--- config.mk ---
export PLATFORM = sky130hd
export DESIGN_NAME = ftse_useq
export DESIGN_NICKNAME = d
export VERILOG_FILES = /design/src/hdl/ftse_pkg.sv /design/src/hdl/ftse_useq.sv
export SDC_FILE = /design/constraint.sdc
export NUM_CORES = 1
export LEC_CHECK = 0
export BUFFER_PORTS_ARGS = -buffer_cell sky130_fd_sc_hd__buf_2
export CAP_MARGIN = 10
export CELL_PAD_IN_SITES_DETAIL_PLACEMENT = 1
export CELL_PAD_IN_SITES_GLOBAL_PLACEMENT = 1
export CORE_MARGIN = 1.5
export CORE_UTILIZATION = 39
export CTS_BUF_LIST = sky130_fd_sc_hd__clkbuf_8
export DETAILED_ROUTE_END_ITERATION = 6
export GPL_TIMING_DRIVEN = 1
export PLACE_DENSITY_LB_ADDON = 0.1
export SYNTH_ARGS = -nofsm -noshare
export SYNTH_HDL_FRONTEND = slang
export SYNTH_SLANG_ARGS = --single-unit
--- constraint.sdc ---
create_clock -name clock -period 2.75 [get_ports clock]
set_input_delay 0.1375 -clock clock [delete_from_list [all_inputs] [get_ports clock]]
set_output_delay 0.1375 -clock clock [all_outputs]
set_load 0.05 [all_outputs]
--- src/hdl/ftse_pkg.sv ---
`timescale 1ns / 1ps

package ftse_pkg;

   // tree geometry
   localparam int unsigned SIZE   = 1024;
   localparam int unsigned ADDR_W = $clog2(SIZE);

   // field widths
   localparam int unsigned OP_W   = 2;
   localparam int unsigned POS_W  = 11;
   localparam int unsigned AMT_W  = 32;
   localparam int unsigned SUM_W  = 64;

   // walk index must hold 2*SIZE (add walk overshoot) and end+1
   localparam int unsigned IDX_W  = (POS_W + 1 > ADDR_W + 2) ? POS_W + 1 : ADDR_W + 2;

   localparam logic [POS_W-1:0] SIZE_RESET = POS_W'(1024);

   typedef enum logic [OP_W-1:0] {
      OP_POINT_ADD = 2'd0,
      OP_PREFIX    = 2'd1,
      OP_RANGE_SUM = 2'd2,
      OP_RANGE_ADD = 2'd3
   } op_type;

   typedef enum logic [2:0] {
      IDX_HOLD        = 3'd0,
      IDX_POS         = 3'd1,
      IDX_POS_CLAMP   = 3'd2,
      IDX_POSM1_CLAMP = 3'd3,
      IDX_END_CLAMP   = 3'd4,
      IDX_END_P1      = 3'd5,
      IDX_UP          = 3'd6,
      IDX_DOWN        = 3'd7
   } idx_src_type;

   typedef enum logic [1:0] {
      ACC_HOLD = 2'd0,
      ACC_ADD  = 2'd1,
      ACC_SUB  = 2'd2
   } acc_op_type;

   typedef enum logic [2:0] {
      JC_NEXT          = 3'd0,
      JC_ALWAYS        = 3'd1,
      JC_DISPATCH      = 3'd2,
      JC_IDX_OUT       = 3'd3,
      JC_IDX_ZERO      = 3'd4,
      JC_NOT_RANGE_ADD = 3'd5
   } jump_cond_type;

   localparam int unsigned PC_W = 5;
   typedef logic [PC_W-1:0] pc_type;

   // microprogram labels
   localparam pc_type PC_DISPATCH   = 5'd0;
   localparam pc_type PC_ADD_LOAD   = 5'd1;
   localparam pc_type PC_ADD1_TEST  = 5'd2;
   localparam pc_type PC_ADD1_WR    = 5'd3;
   localparam pc_type PC_ADD_SWITCH = 5'd4;
   localparam pc_type PC_ADD2_TEST  = 5'd5;
   localparam pc_type PC_ADD2_WR    = 5'd6;
   localparam pc_type PC_PFX_LOAD   = 5'd7;
   localparam pc_type PC_PFX_TEST   = 5'd8;
   localparam pc_type PC_PFX_ACC    = 5'd9;
   localparam pc_type PC_RS_LOAD    = 5'd10;
   localparam pc_type PC_RS_HI_TEST = 5'd11;
   localparam pc_type PC_RS_HI_ACC  = 5'd12;
   localparam pc_type PC_RS_LO_LOAD = 5'd13;
   localparam pc_type PC_RS_LO_TEST = 5'd14;
   localparam pc_type PC_RS_LO_ACC  = 5'd15;
   localparam pc_type PC_DONE       = 5'd16;

   typedef struct packed {
      idx_src_type   idx_src;
      logic          mem_rd;
      logic          mem_wr;
      acc_op_type    acc_op;
      logic          neg_delta;
      jump_cond_type jc;
      pc_type        target;
      logic          done;
   } ucode_type;

   // sequencer -> datapath
   typedef struct packed {
      ucode_type         uw;
      logic              start;
      logic              load_rsp;
      logic              clr_wr;
      logic [ADDR_W-1:0] clr_addr;
   } dp_ctl_type;

   // datapath -> sequencer
   typedef struct packed {
      op_type op;
      logic   idx_zero;
      logic   idx_out;
      logic   rsp_busy;
   } dp_stat_type;

   function automatic ucode_type uc(input idx_src_type   src,
                                    input logic          rd,
                                    input logic          wr,
                                    input acc_op_type    acc,
                                    input logic          neg,
                                    input jump_cond_type jc,
                                    input pc_type        tgt,
                                    input logic          done);
      ucode_type w;
      w.idx_src   = src;
      w.mem_rd    = rd;
      w.mem_wr    = wr;
      w.acc_op    = acc;
      w.neg_delta = neg;
      w.jc        = jc;
      w.target    = tgt;
      w.done      = done;
      return w;
   endfunction

   function automatic ucode_type ucode_rom(input pc_type pc);
      ucode_type w;
      case (pc)
         PC_DISPATCH:   w = uc(IDX_HOLD, 1'b0, 1'b0, ACC_HOLD, 1'b0, JC_DISPATCH,
                               PC_DISPATCH, 1'b0);
         PC_ADD_LOAD:   w = uc(IDX_POS, 1'b0, 1'b0, ACC_HOLD, 1'b0, JC_NEXT,
                               PC_DISPATCH, 1'b0);
         PC_ADD1_TEST:  w = uc(IDX_HOLD, 1'b1, 1'b0, ACC_HOLD, 1'b0, JC_IDX_OUT,
                               PC_ADD_SWITCH, 1'b0);
         PC_ADD1_WR:    w = uc(IDX_UP, 1'b0, 1'b1, ACC_HOLD, 1'b0, JC_ALWAYS,
                               PC_ADD1_TEST, 1'b0);
         PC_ADD_SWITCH: w = uc(IDX_END_P1, 1'b0, 1'b0, ACC_HOLD, 1'b1, JC_NOT_RANGE_ADD,
                               PC_DONE, 1'b0);
         PC_ADD2_TEST:  w = uc(IDX_HOLD, 1'b1, 1'b0, ACC_HOLD, 1'b0, JC_IDX_OUT,
                               PC_DONE, 1'b0);
         PC_ADD2_WR:    w = uc(IDX_UP, 1'b0, 1'b1, ACC_HOLD, 1'b0, JC_ALWAYS,
                               PC_ADD2_TEST, 1'b0);
         PC_PFX_LOAD:   w = uc(IDX_POS_CLAMP, 1'b0, 1'b0, ACC_HOLD, 1'b0, JC_NEXT,
                               PC_DISPATCH, 1'b0);
         PC_PFX_TEST:   w = uc(IDX_HOLD, 1'b1, 1'b0, ACC_HOLD, 1'b0, JC_IDX_ZERO,
                               PC_DONE, 1'b0);
         PC_PFX_ACC:    w = uc(IDX_DOWN, 1'b0, 1'b0, ACC_ADD, 1'b0, JC_ALWAYS,
                               PC_PFX_TEST, 1'b0);
         PC_RS_LOAD:    w = uc(IDX_END_CLAMP, 1'b0, 1'b0, ACC_HOLD, 1'b0, JC_NEXT,
                               PC_DISPATCH, 1'b0);
         PC_RS_HI_TEST: w = uc(IDX_HOLD, 1'b1, 1'b0, ACC_HOLD, 1'b0, JC_IDX_ZERO,
                               PC_RS_LO_LOAD, 1'b0);
         PC_RS_HI_ACC:  w = uc(IDX_DOWN, 1'b0, 1'b0, ACC_ADD, 1'b0, JC_ALWAYS,
                               PC_RS_HI_TEST, 1'b0);
         PC_RS_LO_LOAD: w = uc(IDX_POSM1_CLAMP, 1'b0, 1'b0, ACC_HOLD, 1'b0, JC_NEXT,
                               PC_DISPATCH, 1'b0);
         PC_RS_LO_TEST: w = uc(IDX_HOLD, 1'b1, 1'b0, ACC_HOLD, 1'b0, JC_IDX_ZERO,
                               PC_DONE, 1'b0);
         PC_RS_LO_ACC:  w = uc(IDX_DOWN, 1'b0, 1'b0, ACC_SUB, 1'b0, JC_ALWAYS,
                               PC_RS_LO_TEST, 1'b0);
         PC_DONE:       w = uc(IDX_HOLD, 1'b0, 1'b0, ACC_HOLD, 1'b0, JC_NEXT,
                               PC_DISPATCH, 1'b1);
         default:       w = uc(IDX_HOLD, 1'b0, 1'b0, ACC_HOLD, 1'b0, JC_ALWAYS,
                               PC_DONE, 1'b0);
      endcase
      return w;
   endfunction

endpackage

--- src/hdl/ftse_useq.sv ---
`timescale 1ns / 1ps

module ftse_useq import ftse_pkg::*; (
   input  logic        clock,
   input  logic        reset,
   input  logic        req_valid,
   output logic        req_ready,
   input  dp_stat_type stat,
   output dp_ctl_type  ctl
);

   typedef enum logic [2:0] {
      SQ_CLEAR = 3'b001,
      SQ_IDLE  = 3'b010,
      SQ_RUN   = 3'b100
   } seq_state_type;

   seq_state_type     state_ff, state_in;
   pc_type            pc_ff, pc_in;
   logic [ADDR_W-1:0] clr_cnt_ff, clr_cnt_in;
   ucode_type         uw;
   logic              jump;
   pc_type            target;

   // branch resolution
   always_comb begin
      uw     = ucode_rom(pc_ff);
      target = uw.target;
      jump   = 1'b0;
      unique case (uw.jc)
         JC_NEXT:          jump = 1'b0;
         JC_ALWAYS:        jump = 1'b1;
         JC_DISPATCH: begin
            jump = 1'b1;
            unique case (stat.op) inside
               OP_POINT_ADD, OP_RANGE_ADD: target = PC_ADD_LOAD;
               OP_PREFIX:                  target = PC_PFX_LOAD;
               default:                    target = PC_RS_LOAD;
            endcase
         end
         JC_IDX_OUT:       jump = stat.idx_zero || stat.idx_out;
         JC_IDX_ZERO:      jump = stat.idx_zero;
         JC_NOT_RANGE_ADD: jump = (stat.op != OP_RANGE_ADD);
         default:          jump = 1'b0;
      endcase
   end

   always_comb begin
      state_in   = state_ff;
      pc_in      = pc_ff;
      clr_cnt_in = clr_cnt_ff;
      req_ready  = 1'b0;
      ctl        = '0;
      unique case (state_ff)
         SQ_CLEAR: begin
            ctl.clr_wr   = 1'b1;
            ctl.clr_addr = clr_cnt_ff;
            clr_cnt_in   = clr_cnt_ff + 1'b1;
            if (&clr_cnt_ff) begin
               state_in = SQ_IDLE;
            end
         end
         SQ_IDLE: begin
            req_ready = 1'b1;
            if (req_valid) begin
               ctl.start = 1'b1;
               state_in  = SQ_RUN;
               pc_in     = PC_DISPATCH;
            end
         end
         SQ_RUN: begin
            if (uw.done) begin
               // hold on the done step while the output register is occupied and not being taken
               if (!stat.rsp_busy) begin
                  ctl.load_rsp = 1'b1;
                  state_in     = SQ_IDLE;
               end
            end else begin
               ctl.uw = uw;
               pc_in  = jump ? target : pc_ff + 1'b1;
            end
         end
         default: state_in = SQ_CLEAR;
      endcase
   end

   always_ff @(posedge clock) begin
      if (reset) begin
         state_ff   <= SQ_CLEAR;
         pc_ff      <= PC_DISPATCH;
         clr_cnt_ff <= '0;
      end else begin
         state_ff   <= state_in;
         pc_ff      <= pc_in;
         clr_cnt_ff <= clr_cnt_in;
      end
   end

   a_pc_in_program: assert property (@(posedge clock) disable iff (reset)
      state_ff == SQ_RUN |-> pc_ff <= PC_DONE)
      else $error("program counter left the microprogram");

   a_start_enters_dispatch: assert property (@(posedge clock) disable iff (reset)
      ctl.start |=> state_ff == SQ_RUN && pc_ff == PC_DISPATCH)
      else $error("accepted beat did not enter dispatch");

endmodule

# ---- After elaboration in Yosys (flattened, before gate mapping)
# Memories as Yosys holds them, arrays and structs flattened. A register that Yosys moved wholly into a read port is not among the register bits.
# Cells that the tools add are included.
# Widths: inputs -> output; s select.
dict set report word_totals {
  reg_bits 18
  latch_bits 0
  ram_bits 0
  romBits 544
  out_inout_bits 31
  memories 1
}
# memory depth width rd rd_clocked_by_memory_dff wr line
set mem_list {}
lappend mem_list {{(no name shown)} 32 17 1 1 0 ftse_pkg.sv:125} ;# case (pc)
dict set report classes {
  n_addsub 2
  multipliers 0
  div_mod_pow 0
  order_cmp 0
  eq_ne 16
  shift 0
  mux 23
  bitwise_logic 0
  reduce_logical 8
}
# operator n
set ops {}
lappend ops {{$mux 17} 2}
lappend ops {{$mux 5} 6}
lappend ops {{$mux 3} 4}
lappend ops {{$ne 2x2->1 const B} 6}
lappend ops {{$mux 11} 1}
lappend ops {{$add 10x1->10 const B} 1}
lappend ops {{$pmux 5 s2} 1}
lappend ops {{$reduce_and 10->1} 1}
lappend ops {{$eq 3x2->1 const B} 3}
lappend ops {{$eq 3x3->1 const B} 3}
lappend ops {{$pmux 3 s3} 1}
lappend ops {{$pmux 4 s2} 1}
lappend ops {{$eq 3x1->1 const B} 2}
lappend ops {{$mux 1} 6}
lappend ops {{$add 5x1->5 const B} 1}
lappend ops {{$pmux 1 s4} 1}
lappend ops {{$reduce_and 4->1} 1}
lappend ops {{$reduce_or 2->1} 2}
lappend ops {{$reduce_and 3->1} 1}
lappend ops {{$eq 2x1->1 const B} 1}
lappend ops {{$eq 2x2->1 const B} 1}
lappend ops {{$logic_not 2->1} 1}
lappend ops {{$reduce_bool 2->1} 1}
lappend ops {{$logic_or 1x1->1} 1}

# ---- Longest topological paths before layout
dict set report depth {
  word_depth 9
  depth_mapped 14
  depth_no_buf 13
}

# ---- Worst setup path before layout
# OpenSTA, ideal clock, no wires.
dict set report synth_timing {
  path_type {register to register}
  from {register uw[6] (netlist name)}
  to {register uw[6] (netlist name)}
  t_arrival_ns 2.619
  required_ns 2.621
  slack_ns 0.002
  stages_incl_launch_ff 13
  period_less_slack_ns 2.748
  cell_sequence {dfxtp_1 > nand2_1 > o31ai_2 > or2_1 > buf_2 > mux2i_1 > a22o_1 > nor2b_1 > inv_1 > ha_1 > nand2b_1 > o21a_1 > o22ai_1}
}
dict set report synth_between {
  elab_chain_len 8
  word_cells_on_any_way 13
  cone_classes {eq/ne: 5; mux: 7; reduce/logical: 1}
}
# element line
set synth_rtl {}
lappend synth_rtl {{$eq 3x2->1 / $eq 3x1->1 (equally long branches)} ftse_useq.sv:30} ;# unique case (uw.jc)
lappend synth_rtl {{$reduce_or 2->1 (no line)} n/a}
lappend synth_rtl {{$pmux 1 s4} ftse_useq.sv:30}
lappend synth_rtl {{$mux 5 (*)} ftse_useq.sv:80} ;# pc_in = jump ? target : pc_ff + 1'b1;
lappend synth_rtl {{$mux 5 (*)} ftse_useq.sv:72} ;# if (uw.done) begin
lappend synth_rtl {{$pmux 5 s2 (*)} ftse_useq.sv:54} ;# unique case (state_ff)
lappend synth_rtl {{$mux 5 (no line) (*) (2 in series)} n/a}
# Every way passes the cells marked *; elsewhere a longest branch is shown, timed or not. The select of a mux whose other input is x is not followed.
# A chain may end at the register's enable or synchronous reset.

# ---- Final worst setup path
dict set report layout_timing {
  from {register uw[6] (netlist name)}
  to {register uw[6] (netlist name)}
}
dict set report layout_between {
  elab_chain_len 8
  word_cells_on_any_way 13
  cone_classes {eq/ne: 5; mux: 7; reduce/logical: 1}
}
# element line
set layout_rtl {}
lappend layout_rtl {{$eq 3x2->1 / $eq 3x1->1 (equally long branches)} ftse_useq.sv:30}
lappend layout_rtl {{$reduce_or 2->1 (no line)} n/a}
lappend layout_rtl {{$pmux 1 s4} ftse_useq.sv:30}
lappend layout_rtl {{$mux 5 (*)} ftse_useq.sv:80}
lappend layout_rtl {{$mux 5 (*)} ftse_useq.sv:72}
lappend layout_rtl {{$pmux 5 s2 (*)} ftse_useq.sv:54}
lappend layout_rtl {{$mux 5 (no line) (*) (2 in series)} n/a}
# Marks and branches as above.

==> run_results.csv <==
group,metric,value,unit
placed_design,dpl.hpwl,4.47,mm
cells_and_area,finalNonFillerCells,381,
synthesis,synth_cell_types,55,
clock_tree,cts_root_buffer,"clkbuf_8",
synthesis,synthTopCellsByArea,"dfxtp_1 (32%), and2_1 (8.0%), ha_1 (6.3%)",
global_routing,grt_max_degree,30,
detailed_routing,firstDrtPassIters,4,
global_routing,grt_usage,20.3,%
power,p_per_area,412,mW/mm^2
power,p_sw,0.000295,W
floorplan,die_x,78.0,um
synthesis,synth_area,0.00219,sq mm
detailed_routing,post_drt_wl_per_cell,15.3,um
cells_and_area,final_nets,327,
clock_tree,cts_made_buffers,5,
timing,period_share,93.9,%
floorplan,num_rows,27,
setup_path,cp.required,2900,ps
global_routing,grt-ovfl-total,0,
detailed_routing,drt_first_iter_violations,74,
synthesis,yosysWarnings,0,
global_routing,grt_pass1_wl,9.78,mm
timing,min_period,2580,ps
timing,finalHoldViolations,0,
setup_path,critPathMaxFanout,6,
cells_and_area,antennaDiodeCount,0,
global_routing,grt_pass1_vias,1980,
placed_design,portBuffers,37,
cells_and_area,post-route-cell-area,0.00264,sq mm
timing,timing.hold.ws,291,ps
power,pwr-share-clk,36.7,%
detailed_routing,viasPerCell,5.14,
placed_design,placed_area,0.00254,sq mm
synthesis,ys.flop_type,"dfxtp_1",
floorplan,core,0.00547,sq mm
setup_path,crit_type,"reg -> reg",
synthesis,yosys-top-cells-count,"dfxtp_1 (35), nor2_1 (34), and2_1 (28), nand2_1 (15), ha_1 (11)",
detailed_routing,ant_nets,0,
clock_tree,cts_sinks,35,
timing,relSlewSlack,60.9,%
synthesis,synth_top_area_share,32.0,%
placed_design,dp_cells,373,
power,swShare,27.1,%
timing,finalSetupViolCount,0,
power,ir_drop,0.273,mV
power,p_comb_share,14.6,%
detailed_routing,dr_total_vias,1960,
status,outcome,"finished, final reports clean",
power,leakagePower,1.16,nW
timing,finalSetupTns,0,ps
timing,slew_violations,0,
synthesis,syn-num-nets,277,
clock_tree,clkSlewWorstSetupHoldPaths,70,ps
synthesis,synthCells,258,
clock_tree,cts_htree_levels,2,
clock_tree,cts_max_path_buffers,2,
synthesis,synth_edf_count,0,
cells_and_area,drive_gt1_share,25.9,%
synthesis,ys_seq_area_share,32.0,%
worst_hold_path,hold_start,"req_valid",
run,maxCapViolCount,0,
clock_tree,clk_latency,280,ps
placed_design,finalWeightedCongestion,0.868,
power,p_seq_share,48.7,%
floorplan,die-area,0.00608,sq mm
timing,fin_worst_skew,3.20,ps
synthesis,syn_avg_cell_area,8.50,sq um
power,finalPower,0.00109,W
floorplan,initial_utilization,40.1,%
clock_tree,cts_tree,"yes",
cells_and_area,area_delta_synth_final,20.5,%
cells_and_area,nFillCells,707,
detailed_routing,totalWireLength,5.82,mm
floorplan,die_h,78.0,um
synthesis,async_flop_share,0,%
timing,fmax,387,MHz
timing,max_slew.worst_pin.slew,587,ps
floorplan,io_pins,39,
synthesis,yosysTopAreaCell,"dfxtp_1",
synthesis,ys_ff_latch,35,
worst_hold_path,hold_path.class,"in -> reg",
setup_path,cp-start-kind,"flop",
synthesis,synth.most_common_cell,"dfxtp_1",
setup_path,r2r-start,"uw[6]",
detailed_routing,drc,0,
clock_tree,post_cts_buffers,0,
setup_path,cp-end-kind,"flop",
setup_path,worstPathArrival,2730,ps
setup_path,worstSetupStartpoint,"uw[6]",
power,p_int,0.000795,W
global_routing,antenna_found_initial,0,
==> cells by family after synthesis <==
family	count (synthesis)	share of synthesized area (%)
AOI/OAI and AO/OA	49	18.4
DFF	35	32.0
other	1	0.171
xor gates and xnor gates	14	5.59
buffers and inverters	23	4.97
adders and majority gates	11	6.28
muxes	8	4.28
and+or+nand+nor	117	28.3
==> area by class of cell <==
| cell class | instances | area [sq um] | area share [%] |
|---|---|---|---|
| multi-input cells | 200 | 1390 | 52.4 |
| repair buffers | 56 | 328 | 12.4 |
| clock buffers | 7 | 96.3 | 3.65 |
| clock inverters | 1 | 3.75 | 0.142 |
| well taps | 72 | 90.1 | 3.41 |
| inverters | 10 | 37.5 | 1.42 |
| flip-flops and latches | 35 | 702 | 26.6 |
==> layer usage <==
metal  global-route usage [%]  up-vias  part of all wire (%)
met4                     4.82        0                  0.88
met1                     27.8      944                    50
met3                     3.41        5                   2.7
met2                     33.0       29                    47
li1                         -      982                     -
met5                        0        -                     0
==> what timing repair did <==
item                       in CTS  in global routing
resized for setup               0                  2
setup endpoints to repair       0                 10
hold buffers                    0                  0
==> flip-flops by register name (all words and copies together) (netlist names) <==
| signal | cells |
|---|---|
| state_ff | 3 |
| pc_ff | 5 |
| uw | 17 |
| clr_cnt_ff | 10 |
==> through the flow <==
step / util, % / setup WS (ps)
global placement: 46.4 / 165
global route: 48.3 / -18.2
finish: 48.3 / 167
floorplan: - / 1.56
CTS: 48.2 / 46.7
detailed placement: 46.4 / 15.5
==> power by group through the flow <==
stage	clock network (W)	registers (W)	logic (W)
2_1_floorplan	0	0.000539	0.000123
3_3_place_gp	0	0.000541	0.000155
3_5_place_dp	0	0.000543	0.000160
4_1_cts	0.000411	0.000531	0.000161
5_1_grt	0.000438	0.000533	0.000171
6_report	0.000400	0.000531	0.000159
==> cell usage in the layout (no fill, tap or decap), types with 2 or more instances in the layout <==
master    Yosys  routed
inv_1        10      11
and2_1       28      28
nor2_1       34      34
o21ai_1       6       6
o21ai_0       5       5
a31oi_1       2       2
ha_1         11      11
dfxtp_1      35      34
o311ai_2      2       2
mux2i_1       6       6
nand2_1      15      15
a21oi_1       7       7
buf_2         3      37
xnor2_1       9       9
nor3_1        8       8
o311a_1       2       2
nand3_1       8       8
o22ai_1       4       4
buf_4         3      19
xor2_1        5       5
clkbuf_8      0       7
nor3b_1       2       2
and3_1        5       5
o211ai_1      4       4
nand2b_1      7       7
==> path summary, 6_finish.rpt <==
check / slack, ps / end / cells after the start
worst min-delay path: 290 / state_ff[2] / 5
worst max register to register: 170 / uw[6] / 11
worst max-delay path: 170 / uw[6] / 11
worst min register to register: 540 / clr_cnt_ff[5] / 2
==> worst max-delay path: stages, from the launching register on <==
cell	delay, ps
dfxtp_2	360
nand2b_1	150
a31o_2	260
or2_1	260
mux2i_1	160
a22o_1	170
nor2b_2	230
inv_1	110
ha_1	380
nand2b_1	180
o21a_1	130
o22ai_1	60
Power figures use the tool's default switching activity.
